===== src/design/battery_voltage_to_charge_percent_top_assert.svh =====
// ============================================================================
// Assertion macros for the battery charge estimator.
// Each macro expands to one labeled concurrent assertion on the rising clock
// edge, disabled while reset is high.
// ============================================================================
`ifndef BATTERY_VOLTAGE_TO_CHARGE_PERCENT_TOP_ASSERT_SVH
`define BATTERY_VOLTAGE_TO_CHARGE_PERCENT_TOP_ASSERT_SVH

// The consequent must hold in the same cycle as the antecedent.
`define BVCP_ASSERT_SAME(lbl, ante, cons, msg) \
   lbl: assert property (@(posedge clock) disable iff (reset) (ante) |-> (cons)) \
      else $error(msg);

// The consequent must hold in the cycle after the antecedent.
`define BVCP_ASSERT_NEXT(lbl, ante, cons, msg) \
   lbl: assert property (@(posedge clock) disable iff (reset) (ante) |=> (cons)) \
      else $error(msg);

`endif


===== src/design/bvcp_pkg.sv =====
// ============================================================================
// bvcp_pkg
// Curve tables, field widths and register indexes of the battery charge
// estimator.
// ============================================================================
`default_nettype none

package bvcp_pkg;

   localparam int MV_W    = 16;
   localparam int PCT_W   = 7;
   localparam int NTHR_W  = 10;
   localparam int CSR_W   = 16;
   localparam int CSR_IDX_W = 1;

   // Segment arithmetic: offsets and spans stay below 256 mV, percent spans
   // stay at or below 10.
   localparam int OFF_W   = 8;
   localparam int SPANP_W = 4;
   localparam int PROD_W  = OFF_W + SPANP_W;
   localparam int SEG_W   = 4;
   localparam int CNT_W   = 4;

   localparam int CURVE_POINTS = 14;

   localparam logic [MV_W-1:0] CURVE_MV [CURVE_POINTS] = '{
      16'd4200, 16'd4150, 16'd4100, 16'd4000, 16'd3950, 16'd3900, 16'd3850,
      16'd3800, 16'd3750, 16'd3700, 16'd3650, 16'd3500, 16'd3300, 16'd3200
   };

   localparam logic [PCT_W-1:0] CURVE_PCT [CURVE_POINTS] = '{
      7'd100, 7'd95, 7'd90, 7'd80, 7'd75, 7'd70, 7'd60,
      7'd50,  7'd40, 7'd30, 7'd20, 7'd10, 7'd5,  7'd0
   };

   localparam logic [PCT_W-1:0] PCT_FULL  = 7'd100;
   localparam logic [PCT_W-1:0] PCT_EMPTY = 7'd0;

   localparam logic [NTHR_W-1:0] NOTIFY_THR_RESET = 10'd50;
   localparam logic [MV_W-1:0]   CHARGE_THR_RESET = 16'd4150;

   localparam logic [CSR_IDX_W-1:0] CSR_NOTIFY_THR = 1'b0;
   localparam logic [CSR_IDX_W-1:0] CSR_CHARGE_THR = 1'b1;

endpackage

`default_nettype wire


===== src/design/battery_voltage_to_charge_percent_top.sv =====
// ============================================================================
// battery_voltage_to_charge_percent_top
// LiPo charge estimator: maps a battery voltage in mV to a charge percentage
// on a 14-point discharge curve, and flags charging and large voltage steps.
// Usage: a request carries req_battery_mv on a valid/ready channel. The block
// takes one request at a time; req_ready is high only while it is idle. The
// response (voltage echo, percent, charging, notify) appears on rsp_* with
// rsp_valid after segment setup and the divider steps, and holds until taken.
// The restoring divider produces one quotient bit per cycle over the 12-bit
// product of offset and percent span. A stalled receiver simply holds the
// block in its output state. Reset (synchronous, active high) restores the
// thresholds (50 mV notify, 4150 mV charging) and forgets the stored voltage,
// so the first request after reset never notifies. Thresholds are written
// through csr_we/csr_index/csr_wdata; the user must write them only while
// the block is idle, which the block itself does not enforce.
// ============================================================================
`default_nettype none

module battery_voltage_to_charge_percent_top
   import bvcp_pkg::*;
(
   input  wire logic                 clock,
   input  wire logic                 reset,

   input  wire logic                 req_valid,
   output logic                      req_ready,
   input  wire logic [MV_W-1:0]      req_battery_mv,

   output logic                      rsp_valid,
   input  wire logic                 rsp_ready,
   output logic [MV_W-1:0]           rsp_voltage_out_mv,
   output logic [PCT_W-1:0]          rsp_charge_percent,
   output logic                      rsp_charging,
   output logic                      rsp_notify,

   input  wire logic                 csr_we,
   input  wire logic [CSR_IDX_W-1:0] csr_index,
   input  wire logic [CSR_W-1:0]     csr_wdata
);

   // The sequencer walks each request through segment setup, the divider
   // iterations and finally the output hold state.
   typedef enum logic [1:0] {
      ST_IDLE,
      ST_SETUP,
      ST_DIV,
      ST_OUT
   } state_type;

   localparam logic [CNT_W-1:0] LAST_STEP = CNT_W'(PROD_W - 1);

   state_type            state_ff, state_in;
   logic [NTHR_W-1:0]    notify_thr_ff, notify_thr_in;
   logic [MV_W-1:0]      charge_thr_ff, charge_thr_in;
   logic [MV_W-1:0]      prev_mv_ff, prev_mv_in;
   logic                 primed_ff, primed_in;
   logic [MV_W-1:0]      volt_ff, volt_in;
   logic                 notify_ff, notify_in;
   logic                 charging_ff, charging_in;
   logic [PCT_W-1:0]     lo_pct_ff, lo_pct_in;
   logic [PROD_W-1:0]    quo_ff, quo_in;
   logic [OFF_W-1:0]     rem_ff, rem_in;
   logic [OFF_W-1:0]     div_ff, div_in;
   logic [CNT_W-1:0]     cnt_ff, cnt_in;
   logic [PCT_W-1:0]     pct_ff, pct_in;
   logic                 rsp_valid_ff, rsp_valid_in;

   // Segment lookup and the operands of the divide.
   logic [SEG_W-1:0]     seg_idx;
   logic [SEG_W-1:0]     seg_lo_idx;
   logic [MV_W-1:0]      seg_lo_mv;
   logic [OFF_W-1:0]     off_mv;
   logic [OFF_W-1:0]     span_mv;
   logic [SPANP_W-1:0]   span_pct;
   logic [PROD_W-1:0]    product;

   // Divider step and change detection.
   logic [OFF_W:0]       trial;
   logic                 trial_ge;
   logic [MV_W-1:0]      delta_mv;

   logic                 req_accept;
   logic                 rsp_accept;

   assign req_ready  = (state_ff == ST_IDLE);
   assign req_accept = req_valid && req_ready;
   assign rsp_accept = rsp_valid_ff && rsp_ready;

   assign rsp_valid          = rsp_valid_ff;
   assign rsp_voltage_out_mv = volt_ff;
   assign rsp_charge_percent = pct_ff;
   assign rsp_charging       = charging_ff;
   assign rsp_notify         = notify_ff;

   // The segment is the first one, from the top of the curve, whose lower
   // point lies at or below the voltage. The loop runs downward so the
   // smallest matching index is the one left standing.
   always_comb begin
      seg_idx = '0;
      for (int k = CURVE_POINTS - 2; k >= 0; k--) begin
         if (volt_ff >= CURVE_MV[k + 1]) begin
            seg_idx = SEG_W'(k);
         end
      end
   end

   assign seg_lo_idx = seg_idx + SEG_W'(1);
   assign seg_lo_mv  = CURVE_MV[seg_lo_idx];
   assign off_mv     = OFF_W'(volt_ff - seg_lo_mv);
   assign span_mv    = OFF_W'(CURVE_MV[seg_idx] - seg_lo_mv);
   assign span_pct   = SPANP_W'(CURVE_PCT[seg_idx] - CURVE_PCT[seg_lo_idx]);
   assign product    = PROD_W'(off_mv) * PROD_W'(span_pct);

   // One restoring step: bring down the next dividend bit and subtract the
   // span when it fits. The remainder always stays below the span.
   assign trial    = {rem_ff, quo_ff[PROD_W-1]};
   assign trial_ge = (trial >= {1'b0, div_ff});

   assign delta_mv = (req_battery_mv >= prev_mv_ff) ? (req_battery_mv - prev_mv_ff)
                                                    : (prev_mv_ff - req_battery_mv);

   always_comb begin
      state_in      = state_ff;
      notify_thr_in = notify_thr_ff;
      charge_thr_in = charge_thr_ff;
      prev_mv_in    = prev_mv_ff;
      primed_in     = primed_ff;
      volt_in       = volt_ff;
      notify_in     = notify_ff;
      charging_in   = charging_ff;
      lo_pct_in     = lo_pct_ff;
      quo_in        = quo_ff;
      rem_in        = rem_ff;
      div_in        = div_ff;
      cnt_in        = cnt_ff;
      pct_in        = pct_ff;
      rsp_valid_in  = rsp_valid_ff;

      if (csr_we) begin
         case (csr_index)
            CSR_NOTIFY_THR: notify_thr_in = csr_wdata[NTHR_W-1:0];
            CSR_CHARGE_THR: charge_thr_in = csr_wdata[MV_W-1:0];
            default: ;
         endcase
      end

      case (state_ff)
         ST_IDLE: begin
            if (req_accept) begin
               // The flags only need the thresholds and the stored voltage,
               // so they are settled right at acceptance.
               volt_in     = req_battery_mv;
               charging_in = (req_battery_mv > charge_thr_ff);
               notify_in   = primed_ff && (delta_mv > MV_W'(notify_thr_ff));
               prev_mv_in  = req_battery_mv;
               primed_in   = 1'b1;
               state_in    = ST_SETUP;
            end
         end
         ST_SETUP: begin
            rem_in = '0;
            cnt_in = '0;
            if (volt_ff >= CURVE_MV[0]) begin
               lo_pct_in = PCT_FULL;
               quo_in    = '0;
               div_in    = OFF_W'(1);
            end else if (volt_ff <= CURVE_MV[CURVE_POINTS - 1]) begin
               lo_pct_in = PCT_EMPTY;
               quo_in    = '0;
               div_in    = OFF_W'(1);
            end else begin
               lo_pct_in = CURVE_PCT[seg_lo_idx];
               quo_in    = product;
               div_in    = span_mv;
            end
            state_in = ST_DIV;
         end
         ST_DIV: begin
            rem_in = trial_ge ? OFF_W'(trial - {1'b0, div_ff}) : trial[OFF_W-1:0];
            quo_in = {quo_ff[PROD_W-2:0], trial_ge};
            cnt_in = cnt_ff + CNT_W'(1);
            if (cnt_ff == LAST_STEP) begin
               pct_in       = lo_pct_ff + quo_in[PCT_W-1:0];
               rsp_valid_in = 1'b1;
               state_in     = ST_OUT;
            end
         end
         ST_OUT: begin
            if (rsp_accept) begin
               rsp_valid_in = 1'b0;
               state_in     = ST_IDLE;
            end
         end
         default: begin
            rsp_valid_in = 1'b0;
            state_in     = ST_IDLE;
         end
      endcase
   end

   always_ff @(posedge clock) begin
      if (reset) begin
         state_ff      <= ST_IDLE;
         notify_thr_ff <= NOTIFY_THR_RESET;
         charge_thr_ff <= CHARGE_THR_RESET;
         prev_mv_ff    <= '0;
         primed_ff     <= 1'b0;
         cnt_ff        <= '0;
         rsp_valid_ff  <= 1'b0;
      end else begin
         state_ff      <= state_in;
         notify_thr_ff <= notify_thr_in;
         charge_thr_ff <= charge_thr_in;
         prev_mv_ff    <= prev_mv_in;
         primed_ff     <= primed_in;
         cnt_ff        <= cnt_in;
         rsp_valid_ff  <= rsp_valid_in;
         volt_ff       <= volt_in;
         notify_ff     <= notify_in;
         charging_ff   <= charging_in;
         lo_pct_ff     <= lo_pct_in;
         quo_ff        <= quo_in;
         rem_ff        <= rem_in;
         div_ff        <= div_in;
         pct_ff        <= pct_in;
      end
   end

`include "battery_voltage_to_charge_percent_top_assert.svh"

   `BVCP_ASSERT_SAME(a_busy_while_responding, rsp_valid_ff, !req_ready,
                     "request accepted while a response is pending")
   `BVCP_ASSERT_SAME(a_pct_in_range, rsp_valid_ff, pct_ff <= PCT_FULL,
                     "charge percent above full scale")
   `BVCP_ASSERT_NEXT(a_accept_starts_setup, req_accept,
                     (state_ff == ST_SETUP) && !rsp_valid_ff,
                     "accepted request did not enter segment setup")
   `BVCP_ASSERT_SAME(a_div_count_bound, state_ff == ST_DIV, cnt_ff <= LAST_STEP,
                     "divider step count overran")
   `BVCP_ASSERT_SAME(a_primed_on_response, rsp_valid_ff, primed_ff,
                     "response without a stored previous voltage")

endmodule

`default_nettype wire

===== config.mk =====
export PLATFORM = sky130hd
export DESIGN_NAME = battery_voltage_to_charge_percent_top
export DESIGN_NICKNAME = d
export VERILOG_FILES = /design/src/design/bvcp_pkg.sv /design/src/design/battery_voltage_to_charge_percent_top.sv
export VERILOG_INCLUDE_DIRS = /design/src /design/src/design
export SDC_FILE = /design/constraint.sdc
export NUM_CORES = 1
export LEC_CHECK = 0
export BUFFER_PORTS_ARGS = -buffer_cell sky130_fd_sc_hd__buf_4
export CAP_MARGIN = 20
export CORE_AREA = 2 2 148 135
export CTS_CLUSTER_SIZE = 30
export DETAILED_ROUTE_END_ITERATION = 7
export DIE_AREA = 0 0 150 137
export GPL_ROUTABILITY_DRIVEN = 1
export PLACE_DENSITY = 0.75
export SLEW_MARGIN = 20
export SYNTH_ARGS = -nofsm -noshare
export SYNTH_HDL_FRONTEND = slang
export SYNTH_SLANG_ARGS = --single-unit

===== constraint.sdc =====
create_clock -name clock -period 10.6 [get_ports clock]
set_input_delay 1.06 -clock clock [delete_from_list [all_inputs] [get_ports clock]]
set_output_delay 1.06 -clock clock [all_outputs]
set_load 0.05 [all_outputs]

Yosys cells after proc, flatten, opt, wreduce, memory -nomap -nowiden
Memories as Yosys holds them, arrays and structs flattened. Cells that the tools add are included.

Input port bits: 38. Output and inout port bits: 27. Memory bits (read-only): 736. Register bits: 110. Memories kept: 4. Logic and storage cells: 114.

Multiplexer cells: 36. Bitwise gates (word level): 4. Magnitude comparators: 21. Reductions and logical operators: 16. Multiply operators: 1. $add $sub $neg: 9. Equality and inequality tests: 7.

Memory list: (no name shown) (depth 16, bits a word 16, rd ports 1, clocked after Yosys merged registers in 0, wr ports 0, RTL line battery_voltage_to_charge_percent_top.sv:110) `assign span_mv = OFF_W'(CURVE_MV[seg_idx] - seg_lo_mv);`; (no name shown) (depth 16, bits a word 16, rd ports 1, clocked after Yosys merged registers in 0, wr ports 0, RTL line battery_voltage_to_charge_percent_top.sv:108) `assign seg_lo_mv = CURVE_MV[seg_lo_idx];`; (no name shown) (depth 16, bits a word 7, rd ports 1, clocked after Yosys merged registers in 0, wr ports 0, RTL line battery_voltage_to_charge_percent_top.sv:172) `lo_pct_in = CURVE_PCT[seg_lo_idx];`; (no name shown) (depth 16, bits a word 7, rd ports 1, clocked after Yosys merged registers in 0, wr ports 0, RTL line battery_voltage_to_charge_percent_top.sv:111) `assign span_pct = SPANP_W'(CURVE_PCT[seg_idx] - CURVE_PCT[seg_lo_idx]);`.

Operator list (count): $ge A16 B12 Y1 const B (11); $mux W4 (15); $ge A16 B13 Y1 const B (3); $mux W8 (5); $sub A16 B16 Y16 (2); $mux W12 (2); $pmux W12 S2 (1); $sub A8 B8 Y8 (3); $mux W7 (3); $ge A16 B16 Y1 (1); $gt A16 B10 Y1 (1); $gt A16 B16 Y1 (1); $le A16 B12 Y1 const B (1); $mux W16 (1); $pmux W8 S2 (1); $mul A8 B4 Y12 (1); $reduce_and A3 Y1 (4); $ge A5 B5 Y1 const B (2); $not A4 Y5 (2); $reduce_and A2 Y1 (5); $ge A9 B8 Y1 (1); $add A4 B1 Y4 const B (2); $pmux W2 S4 (1); $pmux W4 S2 (1); other kinds (15) (24).

Longest topological paths before layout
Depth after elaboration: 24. Mapped depth: 34. Depth with buffers taken out: 31.

Least setup slack after synthesis
No wires, ideal clock.

Path kind: reg2reg. Start point: register volt_ff[8], in the netlist rsp_voltage_out_mv[8]. End point: register quo_ff[11] (data pin). Data arrival time: 7.747 ns. Path slack: 2.584 ns. Library setup time: 0.268 ns. Data required time: 10.332 ns. Cell stages (with the launch flop): 31. Buffers on the path: 3. Period minus slack after synthesis: 8.016 ns. Cell sequence: edfxtp_1 > buf_6 > nand2b_1 > or4_1 > o21bai_1 > o221ai_1 > a211oi_1 > ha_1 > inv_1 > ha_1 > buf_6 > clkbuf_1 > nor2_1 > o311ai_0 > ha_1 > a21oi_1 > nor4_2 > or3_1 > fa_1 > fa_1 > inv_1 > ha_1 > a21o_1 > a21oi_1 > o21ai_0 > a21oi_1 > o21bai_1 > a211oi_1 > o21bai_1 > xnor2_1 > o31ai_1.

Cells in the longest elaborated chain, start to end: 24. Elaborated cells between the ends (all ways): 46. Classes of those cells: 3 x add/sub; 1 x mul; 15 x order compare; 22 x mux; 2 x bitwise; 3 x memory.

RTL lines: start: declaration (RTL line battery_voltage_to_charge_percent_top.sv:57) `logic [MV_W-1:0] volt_ff, volt_in;`; start signal: assignment (RTL line battery_voltage_to_charge_percent_top.sv:218) `volt_ff <= volt_in;`; $ge A16 B12 Y1 (RTL line battery_voltage_to_charge_percent_top.sv:101) `if (volt_ff >= CURVE_MV[k + 1]) begin`; $mux W4 (13 in series) (RTL line battery_voltage_to_charge_percent_top.sv:101); $add A4 B1 Y4 (RTL line battery_voltage_to_charge_percent_top.sv:107) `assign seg_lo_idx = seg_idx + SEG_W'(1);`; $not A4 Y5 (not written as such) (RTL line battery_voltage_to_charge_percent_top.sv:108, battery_voltage_to_charge_percent_top.sv:111); $mem_v2 Z16 W16 or $mem_v2 Z16 W7 (tied branches); $mux W8 (not written as such) or $mux W7 (tied branches) (2 in series); $sub A8 B8 Y8 or $sub A4 B4 Y4 (tied branches) (RTL line battery_voltage_to_charge_percent_top.sv:109, battery_voltage_to_charge_percent_top.sv:111); $mul A8 B4 Y12 (RTL line battery_voltage_to_charge_percent_top.sv:112) `assign product = PROD_W'(off_mv) * PROD_W'(span_pct);`; $mux W12 (RTL line battery_voltage_to_charge_percent_top.sv:167) `end else if (volt_ff <= CURVE_MV[CURVE_POINTS - 1]) begin`; $mux W12 (*) (RTL line battery_voltage_to_charge_percent_top.sv:163) `if (volt_ff >= CURVE_MV[0]) begin`; $pmux W12 S2 (*) (RTL line battery_voltage_to_charge_percent_top.sv:147) `case (state_ff)`; named net quo_in[11] (RTL line battery_voltage_to_charge_percent_top.sv:61) `logic [PROD_W-1:0] quo_ff, quo_in;`; end signal: assignment (RTL line battery_voltage_to_charge_percent_top.sv:222) `quo_ff <= quo_in;`; end: declaration (RTL line battery_voltage_to_charge_percent_top.sv:61).

The timed path passes the listed nets; every way through them passes the cells marked *. The select of a mux whose other input is x is not followed. A chain may end at the register's enable or synchronous reset.

Worst setup path after layout
Start point: register volt_ff[7], in the netlist rsp_voltage_out_mv[7]. End point: register quo_ff[10] (data pin).

The elaborated chain is that of the path after synthesis.

==> flow_summary.yaml <==
critical_path:
  critical_path_arrival_ps: 8380
  rrSetupSlack_ps: 2330
  crit_slowest_cell: "edfxtp_1"
  crit_fanout: 17
  crit_path_end_kind: "flip-flop"
  crit_required_ps: 10710
  timing.rr.end: "quo_ff[10]"
  path_buf_inv: 5
  r2r_start: "rsp_voltage_out_mv[7]"
  worstRegToRegCells: 30
  crit_family: "adder cells"
  slowest_delay_ps: 670
  startpoint_type: "flip-flop"
  critical_path_class: "reg2reg"
global_route:
  grt_max_degree: 55
  grt_pass1_wl_mm: 36.9
  antenna_found_initial: 0
  gr-total-overflow: 0
  grt_use_total: 0.225
  grt_pass1_vias: 7701
place:
  place_hpwl_mm: 17.1
  gp_congestion: 0.926
  portBuffers: 64
  placed_cell_area_sq_um: 9990
route:
  antenna_left: 0
  totalWireLength_mm: 22.4
  first_pass_iters: 5
  wl_per_cell_um: 16.0
  num_vias: 8033
  drt-initial-drc-count: 561
  drc: 0
  vias_per_cell: 5.73
timing:
  setup_tns_ps: 0
  hold_viol: 0
  skew_ps: 10.0
  rsz0062_at_grt: "false"
  slew_headroom: 0.332
  report.final.slew_viol_count: 0
  period_needed_ps: 8270
  setup_viol: 0
  worst_pin_slew_ps: 999
  post-route-period-util: 0.780
  fmax_mhz: 121
layout:
  nets: 1323
  drive_gt1_frac: 0.101
  area_growth_pct: 9.57
  antenna_cells: 0
  design_area_sq_um: 10300
  multi_input_area_sq_um: 5880
  fillCellCount: 1814
  seq_area_sq_um: 2800
yosys:
  yosysWarnings: 0
  ys_top_cells_by_area: "edfxtp_1, ha_1, dfxtp_1"
  synth_ff_type: "edfxtp_1"
  seq_area_frac_synth: 0.299
  ys_async_sr_fraction: 0
  netlist.area_leader.share: 0.192
  syn-num-nets: 1287
  ys_seq_elements: 110
  synth_top_cell_by_area: "edfxtp_1"
  postSynthCellCount: 1112
  ys_types: 79
  synth_edf_count: 60
  avgSynthCellArea_sq_um: 8.44
  yosysMostFrequentCell: "nand2_1"
  synthTopCellsByCount: "nand2_1, inv_1, ha_1"
  netlist_area_sq_um: 9390
die:
  die_h_um: 137
  ioPinCount: 65
  rows: 48
  die_w_um: 150
  core-area_sq_um: 19000
  dieArea_sq_um: 20600
  start_util: 0.495
clock_network:
  clockBufferDepth: 2
  clkTransAtPathRegs_ps: 80
  cts.sinks: 110
  cts_tree: "done"
  cts_hold_buf: 0
  cts_setup_buffers: 0
  cts_resized: 0
  htreeDepth: 3
  ctsRootBufferMaster: "clkbuf_16"
  cts_buffers: 9
  clk_latency_ps: 370
status:
  status: "completed"
job:
  maxCapViolCount: 0
pwr:
  leakagePower_nw: 4.45
  p_per_area_nw_per_um2: 230
  vdd_drop_max_v: 0.000178
worst_hold_path:
  hold_depth: 2
  hold_path_class: "reg2reg"
  min_from: "notify_thr_ff[3]"
  min_delay_worst_endpoint: "notify_thr_ff[3]"
## flip-flops by register name (all words and copies together), names as in the netlist, 7 cells and up
name and cells:
rem_ff 8, div_ff 8, notify_thr_ff 10, prev_mv_ff 16
rsp_voltage_out_mv 16, charge_thr_ff 16, lo_pct_ff 7, quo_ff 12
rsp_charge_percent 7
## metal layers
layer	share of wire	GRT usage	vias up	wire length (um)
li1	-	-	3968	-
met1	0.45	0.284	3777	10000
met2	0.46	0.375	240	10400
met3	0.047	0.0393	48	1060
met4	0.041	0.107	0	930
met5	0	0	-	0
## metrics by stage
step / hold WS [ps] / power (mW) / cells / utilization / setup WS (ps)
4_1_cts: 458 / 2.37 / 1403 / 0.542 / 2430
6_report: 457 / 2.36 / 1403 / 0.542 / 2330
3_3_place_gp: 443 / 1.98 / 1387 / 0.527 / 2650
2_1_floorplan: 436 / 1.71 / 1112 / - / 2580
5_1_grt: 477 / 2.58 / 1403 / 0.542 / 1620
3_5_place_dp: 446 / 2.01 / 1387 / 0.527 / 2470
## cell usage in the layout, fill, tap and decap left out, types with 4 or more instances in the layout
cell / n
dfxtp_1: 50
o22ai_1: 4
or2_2: 10
buf_4: 70
a21o_1: 23
nor3_1: 26
o211ai_1: 6
nor2_1: 87
xor2_1: 13
a211o_1: 9
o41ai_1: 7
a31oi_1: 11
nand4_1: 11
inv_1: 122
nand3_1: 14
o21bai_1: 11
xnor2_1: 28
edfxtp_1: 60
o21ai_0: 44
a211oi_1: 5
fa_1: 19
nand2_1: 131
ha_1: 118
and3_1: 6
or4_1: 4
o31ai_1: 11
mux2i_1: 9
o21a_1: 7
a21oi_1: 101
nand3b_1: 6
or3_1: 7
nand2b_1: 13
a21boi_0: 6
nor2b_1: 20
a22oi_1: 4
clkbuf_16: 9
## layout make-up
cell class	instances	share of cell area
clock buffers	9	0.0219
clock inverters	7	0.00645
inverters	125	0.0456
multi-input cells	832	0.572
flip-flops and latches	110	0.272
well taps	250	0.0304
repair buffers	70	0.0511
## how the worst max path moves through the flow
stage	depth (start not counted)	end	start	slack [ps]
after floorplan	30	quo_ff[11]	rsp_voltage_out_mv[8]	2580
after global routing	30	quo_ff[10]	rsp_voltage_out_mv[7]	1620
after global placement	30	quo_ff[10]	rsp_voltage_out_mv[7]	2650
after CTS	29	quo_ff[11]	rsp_voltage_out_mv[7]	2430
after detailed placement	29	quo_ff[11]	rsp_voltage_out_mv[7]	2470
final	30	quo_ff[10]	rsp_voltage_out_mv[7]	2330
## worst min-delay path, stage by stage, from the launching register on
cell and delay (ps):
dfxtp_1 310, nand2_1 50, a21oi_1 50
## power breakdown
part           internal [mW]  total, mW  switching (mW)  leakage (nW)
sequential             0.538      0.586          0.0479         0.961
clock                  0.165      0.342           0.176         0.146
combinational          0.594       1.43           0.840          3.34
total                   1.30       2.36            1.06          4.45
## cell families after synthesis
group,count (synthesis),synth area share
muxes,11,0.0120
and+or+nand+nor,352,0.175
AOI/OAI and AO/OA,291,0.204
buffers and inverters,170,0.0746
DFF,110,0.299
adders and majority gates,137,0.198
xor gates and xnor gates,41,0.0383
Note: power is estimated with default switching activity, not from simulation.
